File: src/rtl/ucdsh_pkg.sv
`default_nettype none
// ----------------------------------------------------------------------------
// ucdsh_pkg
// Shared types, scramble constants and the microcode program of the dual
// scramble hash core.
// ----------------------------------------------------------------------------
package ucdsh_pkg;

  localparam int unsigned WordW   = 32;
  localparam int unsigned StepW   = 5;
  localparam int unsigned CfgIdxW = 1;

  // Configuration register indexes
  localparam logic [CfgIdxW-1:0] CFG_SEED_EVEN = 1'b0;
  localparam logic [CfgIdxW-1:0] CFG_SEED_ODD  = 1'b1;

  // Program layout: one absorb routine per word position, then the finish step
  localparam logic [StepW-1:0] PosOneBase = 5'd15;
  localparam logic [StepW-1:0] FinishStep = 5'd30;

  typedef struct packed {
    logic [WordW-1:0] data_word;
    logic             last;
  } in_beat_t;

  typedef struct packed {
    logic [WordW-1:0] hash_first;
    logic [WordW-1:0] hash_second;
    logic             hash_valid;
  } out_beat_t;

  // Scramble constants, one per chain and position (A0/A1, B0/B1), indexed by link
  localparam logic [3:0][WordW-1:0] ScrA0 =
    {32'h257E1D83, 32'h12CEB96D, 32'h87085B9F, 32'hCF98B111};
  localparam logic [3:0][WordW-1:0] ScrA1 =
    {32'hBFA49F69, 32'h7C932B89, 32'hD38396FF, 32'hA27416F5};
  localparam logic [3:0][WordW-1:0] ScrB0 =
    {32'hC3EFEA97, 32'h79F8A395, 32'h689B6B9F, 32'hEF0569FB};
  localparam logic [3:0][WordW-1:0] ScrB1 =
    {32'h35BD1EC9, 32'h59C3AF2D, 32'hDDCD1F0F, 32'hC31713DB};

  typedef enum logic [1:0] {
    SQ_NEXT,
    SQ_BR_EVEN,
    SQ_FINISH
  } seq_op_e;

  typedef enum logic [1:0] {
    H_HOLD,
    H_LOAD,
    H_MUL,
    H_ADD_P
  } h_op_e;

  typedef enum logic [2:0] {
    MS_H,
    MS_SWAP_H,
    MS_SHR_H,
    MS_X,
    MS_SWAP_X
  } mul_src_e;

  typedef enum logic [3:0] {
    MK_SEED,
    MK_A0,
    MK_A1,
    MK_A2,
    MK_A3,
    MK_B0,
    MK_B1,
    MK_B2,
    MK_B3
  } mul_k_e;

  typedef enum logic {
    W_HELD,
    W_CUR
  } w_sel_e;

  typedef struct packed {
    seq_op_e  seq;
    h_op_e    h_op;
    logic     p_mul;
    mul_src_e mul_src;
    mul_k_e   mul_k;
    logic     pos;
    w_sel_e   w_sel;
    logic     wb_a;
    logic     wb_b;
    logic     pair_done;
  } ctl_t;

  typedef struct packed {
    logic odd;
    logic fin_hold;
  } stat_t;

  localparam ctl_t CtlNop = '{
    seq: SQ_NEXT, h_op: H_HOLD, p_mul: 1'b0, mul_src: MS_H, mul_k: MK_SEED,
    pos: 1'b0, w_sel: W_HELD, wb_a: 1'b0, wb_b: 1'b0, pair_done: 1'b0
  };

  // Control word for one program step
  function automatic ctl_t ucode(logic [StepW-1:0] step);
    ctl_t             c;
    logic             pos;
    logic [StepW-1:0] s;
    c   = CtlNop;
    pos = (step >= PosOneBase);
    s   = pos ? step - PosOneBase : step;
    if (step == FinishStep) begin
      c.seq = SQ_FINISH;
    end else begin
      c.pos   = pos;
      c.w_sel = pos ? W_CUR : W_HELD;
      case (s)
        5'd0: begin
          c.h_op = H_LOAD;
          c.seq  = pos ? SQ_NEXT : SQ_BR_EVEN;
        end
        5'd1: begin
          c.h_op = H_MUL; c.mul_src = MS_H; c.mul_k = MK_SEED;
        end
        5'd2: begin
          c.h_op = H_MUL; c.mul_src = MS_SWAP_H; c.mul_k = MK_A0;
        end
        5'd3: begin
          c.h_op = H_MUL; c.mul_src = MS_SWAP_H; c.mul_k = MK_A1;
        end
        5'd4: begin
          c.h_op = H_MUL; c.mul_src = MS_SWAP_H; c.mul_k = MK_A2;
        end
        5'd5: begin
          c.h_op = H_MUL; c.mul_src = MS_SWAP_H; c.mul_k = MK_A3;
        end
        5'd6: begin
          c.wb_a = 1'b1;
          c.p_mul = 1'b1; c.mul_src = MS_SWAP_X; c.mul_k = MK_B0;
        end
        5'd7: begin
          c.h_op = H_MUL; c.mul_src = MS_X; c.mul_k = MK_SEED;
        end
        5'd8:  c.h_op = H_ADD_P;
        5'd9: begin
          c.p_mul = 1'b1; c.mul_src = MS_SHR_H; c.mul_k = MK_B1;
        end
        5'd10: begin
          c.h_op = H_MUL; c.mul_src = MS_H; c.mul_k = MK_B2;
        end
        5'd11: c.h_op = H_ADD_P;
        5'd12: begin
          c.p_mul = 1'b1; c.mul_src = MS_SWAP_H; c.mul_k = MK_B3;
        end
        5'd13: c.h_op = H_ADD_P;
        5'd14: begin
          c.wb_b      = 1'b1;
          c.pair_done = pos;
        end
        default: c.seq = SQ_FINISH;
      endcase
    end
    return c;
  endfunction

endpackage
`default_nettype wire

File: src/rtl/ucdsh_seq.sv
`default_nettype none
// ----------------------------------------------------------------------------
// ucdsh_seq
// Step counter and microcode lookup; issues one control word per cycle.
// ----------------------------------------------------------------------------
module ucdsh_seq (
  input  wire                              clk_i,
  input  wire                              rst_ni,
  input  wire                              start_i,
  input  wire ucdsh_pkg::stat_t            stat_i,
  output logic                             busy_o,
  output ucdsh_pkg::ctl_t                  ctl_o
);

  logic                        busy_q, busy_d;
  logic [ucdsh_pkg::StepW-1:0] step_q, step_d;
  ucdsh_pkg::ctl_t             word;

  assign word   = ucdsh_pkg::ucode(step_q);
  assign ctl_o  = busy_q ? word : ucdsh_pkg::CtlNop;
  assign busy_o = busy_q;

  always_comb begin
    busy_d = busy_q;
    step_d = step_q;
    if (start_i) begin
      busy_d = 1'b1;
      step_d = '0;
    end else if (busy_q) begin
      unique case (word.seq)
        ucdsh_pkg::SQ_NEXT:    step_d = step_q + 1'b1;
        ucdsh_pkg::SQ_BR_EVEN: step_d = stat_i.odd ? step_q + 1'b1
                                                   : ucdsh_pkg::FinishStep;
        ucdsh_pkg::SQ_FINISH:  busy_d = stat_i.fin_hold;
        default:               busy_d = 1'b0;
      endcase
    end
  end

  always_ff @(posedge clk_i or negedge rst_ni) begin
    if (!rst_ni) begin
      busy_q <= 1'b0;
      step_q <= '0;
    end else begin
      busy_q <= busy_d;
      step_q <= step_d;
    end
  end

endmodule
`default_nettype wire

File: src/rtl/ucdsh_dpath.sv
`default_nettype none
// ----------------------------------------------------------------------------
// ucdsh_dpath
// Checksum registers, shared 32x32 multiplier, seed registers and the result
// register; all but the seeds are driven by the control word.
// ----------------------------------------------------------------------------
module ucdsh_dpath (
  input  wire                                clk_i,
  input  wire                                rst_ni,
  input  wire                                load_i,
  input  wire ucdsh_pkg::in_beat_t           beat_i,
  input  wire ucdsh_pkg::ctl_t               ctl_i,
  input  wire                                cfg_we_i,
  input  wire [ucdsh_pkg::CfgIdxW-1:0]       cfg_idx_i,
  input  wire [ucdsh_pkg::WordW-1:0]         cfg_wdata_i,
  output ucdsh_pkg::stat_t                   stat_o,
  output logic                               out_valid_o,
  input  wire                                out_stall_i,
  output ucdsh_pkg::out_beat_t               out_beat_o
);

  localparam int unsigned W = ucdsh_pkg::WordW;
  localparam int unsigned HalfW = W / 2;

  logic [W-1:0] seed_even_q, seed_odd_q;
  logic [W-1:0] sum_a_q, sum_b_q, tot_a_q, tot_b_q;
  logic [W-1:0] held_q, word_q, h_q, x_q, p_q;
  logic         odd_q, seen_q, last_q, out_valid_q;
  ucdsh_pkg::out_beat_t out_q;

  logic [W-1:0] w_val, op_a, op_b, mul_r, seed;
  logic         blocked, emit, br_hold;

  function automatic logic [W-1:0] swap(logic [W-1:0] v);
    return {v[HalfW-1:0], v[W-1:HalfW]};
  endfunction

  assign w_val   = (ctl_i.w_sel == ucdsh_pkg::W_CUR) ? word_q : held_q;
  assign seed    = (ctl_i.pos ? seed_odd_q : seed_even_q) | {{(W-1){1'b0}}, 1'b1};
  assign blocked = out_valid_q && out_stall_i;
  assign emit    = (ctl_i.seq == ucdsh_pkg::SQ_FINISH) && last_q && !blocked;
  assign br_hold = (ctl_i.seq == ucdsh_pkg::SQ_BR_EVEN) && !odd_q;

  always_comb begin
    unique case (ctl_i.mul_src)
      ucdsh_pkg::MS_H:      op_a = h_q;
      ucdsh_pkg::MS_SWAP_H: op_a = swap(h_q);
      ucdsh_pkg::MS_SHR_H:  op_a = {{HalfW{1'b0}}, h_q[W-1:HalfW]};
      ucdsh_pkg::MS_X:      op_a = x_q;
      ucdsh_pkg::MS_SWAP_X: op_a = swap(x_q);
      default:              op_a = h_q;
    endcase
  end

  always_comb begin
    unique case (ctl_i.mul_k)
      ucdsh_pkg::MK_SEED: op_b = seed;
      ucdsh_pkg::MK_A0:   op_b = ctl_i.pos ? ucdsh_pkg::ScrA1[0] : ucdsh_pkg::ScrA0[0];
      ucdsh_pkg::MK_A1:   op_b = ctl_i.pos ? ucdsh_pkg::ScrA1[1] : ucdsh_pkg::ScrA0[1];
      ucdsh_pkg::MK_A2:   op_b = ctl_i.pos ? ucdsh_pkg::ScrA1[2] : ucdsh_pkg::ScrA0[2];
      ucdsh_pkg::MK_A3:   op_b = ctl_i.pos ? ucdsh_pkg::ScrA1[3] : ucdsh_pkg::ScrA0[3];
      ucdsh_pkg::MK_B0:   op_b = ctl_i.pos ? ucdsh_pkg::ScrB1[0] : ucdsh_pkg::ScrB0[0];
      ucdsh_pkg::MK_B1:   op_b = ctl_i.pos ? ucdsh_pkg::ScrB1[1] : ucdsh_pkg::ScrB0[1];
      ucdsh_pkg::MK_B2:   op_b = ctl_i.pos ? ucdsh_pkg::ScrB1[2] : ucdsh_pkg::ScrB0[2];
      ucdsh_pkg::MK_B3:   op_b = ctl_i.pos ? ucdsh_pkg::ScrB1[3] : ucdsh_pkg::ScrB0[3];
      default:            op_b = seed;
    endcase
  end

  // Low word of the product only
  assign mul_r = op_a * op_b;

  assign stat_o.odd      = odd_q;
  assign stat_o.fin_hold = (ctl_i.seq == ucdsh_pkg::SQ_FINISH) && last_q && blocked;
  assign out_valid_o     = out_valid_q;
  assign out_beat_o      = out_q;

  // Payload and scratch registers
  always_ff @(posedge clk_i) begin
    if (load_i) begin
      word_q <= beat_i.data_word;
      last_q <= beat_i.last;
    end
    unique case (ctl_i.h_op)
      ucdsh_pkg::H_LOAD: begin
        h_q <= sum_a_q + w_val;
        x_q <= sum_b_q + w_val;
      end
      ucdsh_pkg::H_MUL:   h_q <= mul_r;
      ucdsh_pkg::H_ADD_P: h_q <= h_q + p_q;
      default: ;
    endcase
    if (ctl_i.p_mul) begin
      p_q <= mul_r;
    end
    if (br_hold) begin
      held_q <= word_q;
    end
    if (emit) begin
      out_q.hash_first  <= sum_a_q ^ sum_b_q;
      out_q.hash_second <= tot_a_q ^ tot_b_q;
      out_q.hash_valid  <= seen_q;
    end
  end

  // Message state, seeds and result valid
  always_ff @(posedge clk_i or negedge rst_ni) begin
    if (!rst_ni) begin
      seed_even_q <= {{(W-1){1'b0}}, 1'b1};
      seed_odd_q  <= {{(W-1){1'b0}}, 1'b1};
      sum_a_q     <= '0;
      sum_b_q     <= '0;
      tot_a_q     <= '0;
      tot_b_q     <= '0;
      odd_q       <= 1'b0;
      seen_q      <= 1'b0;
      out_valid_q <= 1'b0;
    end else begin
      if (cfg_we_i && cfg_idx_i == ucdsh_pkg::CFG_SEED_EVEN) begin
        seed_even_q <= cfg_wdata_i;
      end
      if (cfg_we_i && cfg_idx_i == ucdsh_pkg::CFG_SEED_ODD) begin
        seed_odd_q <= cfg_wdata_i;
      end
      out_valid_q <= blocked || emit;
      if (emit) begin
        sum_a_q <= '0;
        sum_b_q <= '0;
        tot_a_q <= '0;
        tot_b_q <= '0;
        odd_q   <= 1'b0;
        seen_q  <= 1'b0;
      end else begin
        if (ctl_i.wb_a) begin
          sum_a_q <= h_q;
          tot_a_q <= tot_a_q + h_q;
        end
        if (ctl_i.wb_b) begin
          sum_b_q <= h_q;
          tot_b_q <= tot_b_q + h_q;
        end
        if (br_hold) begin
          odd_q <= 1'b1;
        end
        if (ctl_i.pair_done) begin
          odd_q  <= 1'b0;
          seen_q <= 1'b1;
        end
      end
    end
  end

  // A result clears the whole message state
  a_emit_clears: assert property (@(posedge clk_i) disable iff (!rst_ni)
    emit |=> (sum_a_q == '0 && sum_b_q == '0 && tot_a_q == '0 && tot_b_q == '0
              && !odd_q && !seen_q))
    else $error("message state not cleared after result");

  // Without a complete block the checksums stay untouched
  a_empty_zero: assert property (@(posedge clk_i) disable iff (!rst_ni)
    (emit && !seen_q) |=> (out_q.hash_first == '0 && out_q.hash_second == '0))
    else $error("nonzero hash without a complete block");

  // A block closes only with an even word held
  a_pair_odd: assert property (@(posedge clk_i) disable iff (!rst_ni)
    ctl_i.pair_done |-> odd_q)
    else $error("block closed without a held even word");

endmodule
`default_nettype wire

File: src/rtl/userchoice_dual_scramble_hash_core.sv
`default_nettype none
// ----------------------------------------------------------------------------
// userchoice_dual_scramble_hash_core
// Dual checksum scramble hash over a stream of 32-bit words, run by a short
// microcode program on one shared multiplier.
// ----------------------------------------------------------------------------
//
//  channel  dir  handshake                 beat
//  -------  ---  ------------------------  ---------------------------------
//  in       in   in_valid_i / in_stall_o   data_word, last
//  out      out  out_valid_o / out_stall_i hash_first, hash_second, hash_valid
//  cfg      in   cfg_we_i                  cfg_idx_i, cfg_wdata_i (seeds)
//
//  An even word of a block runs only its hold and finish steps; an odd word
//  runs two absorb routines of 15 steps each through the single 32x32
//  multiplier, then the finish step. The input stall drops once the finish
//  step is done, so a new word is taken only after the last one has finished.
//  Reset clears the checksums, totals and seeds (seeds to one) at once.
//  A finished result sits in the output register; a new word is taken while
//  it waits, and the program holds at its finish step only when a second
//  result is due and the first is still stalled.
//
module userchoice_dual_scramble_hash_core (
  input  wire                              clk_i,
  input  wire                              rst_ni,
  input  wire                              in_valid_i,
  output logic                             in_stall_o,
  input  wire ucdsh_pkg::in_beat_t         in_beat_i,
  output logic                             out_valid_o,
  input  wire                              out_stall_i,
  output ucdsh_pkg::out_beat_t             out_beat_o,
  input  wire                              cfg_we_i,
  input  wire [ucdsh_pkg::CfgIdxW-1:0]     cfg_idx_i,
  input  wire [ucdsh_pkg::WordW-1:0]       cfg_wdata_i
);

  logic             busy;
  logic             accept;
  ucdsh_pkg::ctl_t  ctl;
  ucdsh_pkg::stat_t stat;

  // Take a new beat only while the program is idle
  assign in_stall_o = busy;
  assign accept     = in_valid_i && !busy;

  ucdsh_seq u_seq (
    .clk_i   (clk_i),
    .rst_ni  (rst_ni),
    .start_i (accept),
    .stat_i  (stat),
    .busy_o  (busy),
    .ctl_o   (ctl)
  );

  ucdsh_dpath u_dpath (
    .clk_i       (clk_i),
    .rst_ni      (rst_ni),
    .load_i      (accept),
    .beat_i      (in_beat_i),
    .ctl_i       (ctl),
    .cfg_we_i    (cfg_we_i),
    .cfg_idx_i   (cfg_idx_i),
    .cfg_wdata_i (cfg_wdata_i),
    .stat_o      (stat),
    .out_valid_o (out_valid_o),
    .out_stall_i (out_stall_i),
    .out_beat_o  (out_beat_o)
  );

endmodule
`default_nettype wire

File: config.mk
export PLATFORM = sky130hd
export DESIGN_NAME = userchoice_dual_scramble_hash_core
export DESIGN_NICKNAME = d
export VERILOG_FILES = /design/src/rtl/ucdsh_pkg.sv /design/src/rtl/ucdsh_seq.sv /design/src/rtl/ucdsh_dpath.sv /design/src/rtl/userchoice_dual_scramble_hash_core.sv
export SDC_FILE = /design/constraint.sdc
export NUM_CORES = 2
export LEC_CHECK = 0
export ABC_AREA = 1
export BUFFER_PORTS_ARGS = -buffer_cell sky130_fd_sc_hd__clkbuf_2
export CORE_UTILIZATION = 35
export CTS_CLUSTER_SIZE = 40
export DETAILED_ROUTE_END_ITERATION = 6
export PLACE_DENSITY = 0.59
export SYNTH_ARGS = -nofsm -noshare
export SYNTH_HDL_FRONTEND = slang
export SYNTH_SLANG_ARGS = --single-unit
File: constraint.sdc
create_clock -name clk_i -period 25.9 [get_ports clk_i]
set_input_delay 3.885 -clock clk_i [delete_from_list [all_inputs] [get_ports clk_i]]
set_output_delay 3.885 -clock clk_i [all_outputs]
set_load 0.03 [all_outputs]
==> results.toml <==
[run_status]
outcome = "complete, but fails checks"
failed_checks = "design-rule violations"

[sta]
slew_viol_final = 0
fin_skew_ns = 0.0203
worst_pin_slew_ns = 1.14
period_needed_ns = 12.40
slew-limit-headroom_pct = 23.7
period_share_pct = 47.9
fmax_mhz = 80.6
setup_viol_count_final = 0
hold_viol_final = 0
tns_ns = 0
rsz0062_at_grt = "false"

[critical_path]
critPathRequiredTime_ns = 26.23
critPathMostFrequentCell = "inv_1"
cp.arrival_ns = 12.74
cp-start-kind = "register"
path_class = "reg2reg"
worst-path-max-fanout = 52
crit_path_end_kind = "register"
critPathSlowestCell = "nor2_2"
cp_slowest_stage_delay_ns = 0.83

[synth]
syn_avg_cell_area_um2 = 8.42
synthCells = 4806
synth-edff-count = 226
synthesis.nets = 5571
ys.warnings.count = 0
synth_cell_types = 60
ys_seq_area_share_pct = 29.1
synth_ff_type = "edfxtp_1"
syn_area_um2 = 40500
synth_seq_cells = 425
ys_async_sr_fraction_pct = 46.8

[final_layout]
area_delta_synth_final_pct = 10.1
mostFrequentLayoutCells = "1010 x nand2_1, 698 x inv_1, 486 x nor2_1, 413 x fa_1, 312 x o21ai_0"
drive_gt1_share_pct = 7.83
mostFrequentLayoutCell = "nand2_1"
fin_nets = 5652
instances_no_fill = 6441

[flow_run]
drv_cap = 0

[route]
via_per_inst = 5.12
drtIter0Drc = 2889
drtAntennaViolNets = 0
drt-pass1-iter-count = 7
routedWlPerCell_um = 19.1
route.detailed.drc = 6
vias = 33000
routed_wirelength_um = 123000

[grt]
antenna_found_initial = 3
grt_pass1_vias = 32100
grt_pass1_wl_um = 190000
grtUsageTotal_pct = 21.2
grt_max_degree = 83
grt.overflow.total = 0

[die]
die_area_um2 = 117000
start_util_pct = 35.3
rows = 124
pin_count = 138
die_w_um = 342
core_area_um2 = 115000
die_y_um = 342

[place]
dp_hpwl_um = 96200
place_inst = 6348
gp_congestion = 0.924
io_buffers = 136

[clocking]
cts-root-buf = "clkbuf_16"
cts_hold_buf = 0
cts_buffers = 49
cts_resized = 0
clk_pin_slew_ns = 0.06
clkLatencyLatePin_ns = 0.62
clk_path_buf_depth = 3
cts_max_level = 2
cts_sinks = 425
cts_tree = "yes"
cts_setup_buffers = 0

[worst_hold_path]
hp-class = "reg2reg"
## layer usage
metal / track usage, % / wire length (um) / vias up
li1: - / - / 15600
met1: 30.0 / 54200 / 16000
met2: 32.4 / 54300 / 1167
met3: 2.66 / 8660 / 227
met4: 8.97 / 5760 / 0
met5: 0 / 0 / -
## cells in the mapped netlist (13+ instances only)
library cell,instances,area (um^2)
a21oi_1,247,1240
a31oi_1,13,81.3
buf_1,28,105
buf_2,14,70.1
clkbuf_1,92,345
dfrtp_1,199,4980
edfxtp_1,226,6790
fa_1,413,8270
ha_1,281,3520
inv_1,700,2630
inv_2,32,120
nand2_1,1014,3810
nand2_2,29,181
nand3_1,298,1490
nand3_2,19,190
nand4_1,40,250
nor2_1,490,1840
nor2_2,13,81.3
o211ai_1,16,120
o21ai_0,312,1560
o21bai_1,14,105
xnor2_1,57,499
xor2_1,128,1120
## state kept, by name (all words and copies together) (netlist names), 5 cells and up
register             cells
u_dpath.h_q             32
u_dpath.held_q          32
u_dpath.out_beat_o      65
u_dpath.p_q             32
u_dpath.seed_even_q     31
u_dpath.seed_odd_q      31
u_dpath.sum_a_q         32
u_dpath.sum_b_q         32
u_dpath.tot_a_q         32
u_dpath.tot_b_q         32
u_dpath.word_q          32
u_dpath.x_q             32
u_seq.step_q             5
## stage by stage
step	util [%]	setup slack (ns)	hold slack, ns	instance area, um^2
after global placement	37.4	13.68	0.438	42800
after global routing	38.9	12.72	0.469	44600
final	38.9	13.50	0.447	44600
after floorplan	-	16.44	0.420	40500
after detailed placement	37.4	13.58	0.439	42800
after CTS	38.9	13.54	0.453	44500
## final cells by class
class | instances | area (um^2)
Fill cell | 11700 | 69900
Multi-Input combinational cell | 3500 | 25400
Sequential cell | 425 | 11800
Inverter | 738 | 2780
Tap cell | 1512 | 1890
Clock buffer | 62 | 1420
Timing Repair Buffer | 173 | 967
Clock inverter | 30 | 352
Antenna cell | 1 | 2.50
## worst max-delay path: cells and delay by family (launching register included)
family	cells	cell delay (ns)
flops	1	0.46
simple gates	19	3.57
fa+ha+maj	11	4.18
compound gates	7	1.69
buf+inv	9	1.93
xor+xnor	1	0.22
## worst paths after layout
| check | from | end | slack [ns] | depth (start not counted) |
|---|---|---|---|---|
| worst max-delay path | u_seq.step_q[0] | u_dpath.h_q[30] | 13.50 | 47 |
| worst min-delay path | u_dpath.word_q[26] | u_dpath.held_q[26] | 0.45 | 0 |
| worst max register to register | u_seq.step_q[0] | u_dpath.h_q[30] | 13.50 | 47 |
| worst min register to register | u_dpath.word_q[26] | u_dpath.held_q[26] | 0.45 | 0 |
| max in group asynchronous | rst_ni | u_dpath.seed_odd_q[6] | 21.18 | 2 |
| min in group asynchronous | rst_ni | u_dpath.seen_q | 3.30 | 1 |
## logic make-up (layout without fill, tap and decap cells)
logic type      after synthesis  after routing  share of synthesized area [%]
simple gates               1941           1941                           20.2
buf+inv                     881           1003                           8.32
fa+ha+maj                   694            694                           29.1
compound gates              675            675                           9.14
flops                       425            425                           29.1
xor+xnor                    185            185                           4.00
mux                           5              5                          0.124
other cells                   0              1                              0
Power is not shown: default switching activity piles up to over one toggle a cycle in this logic, so the estimate is an artifact.
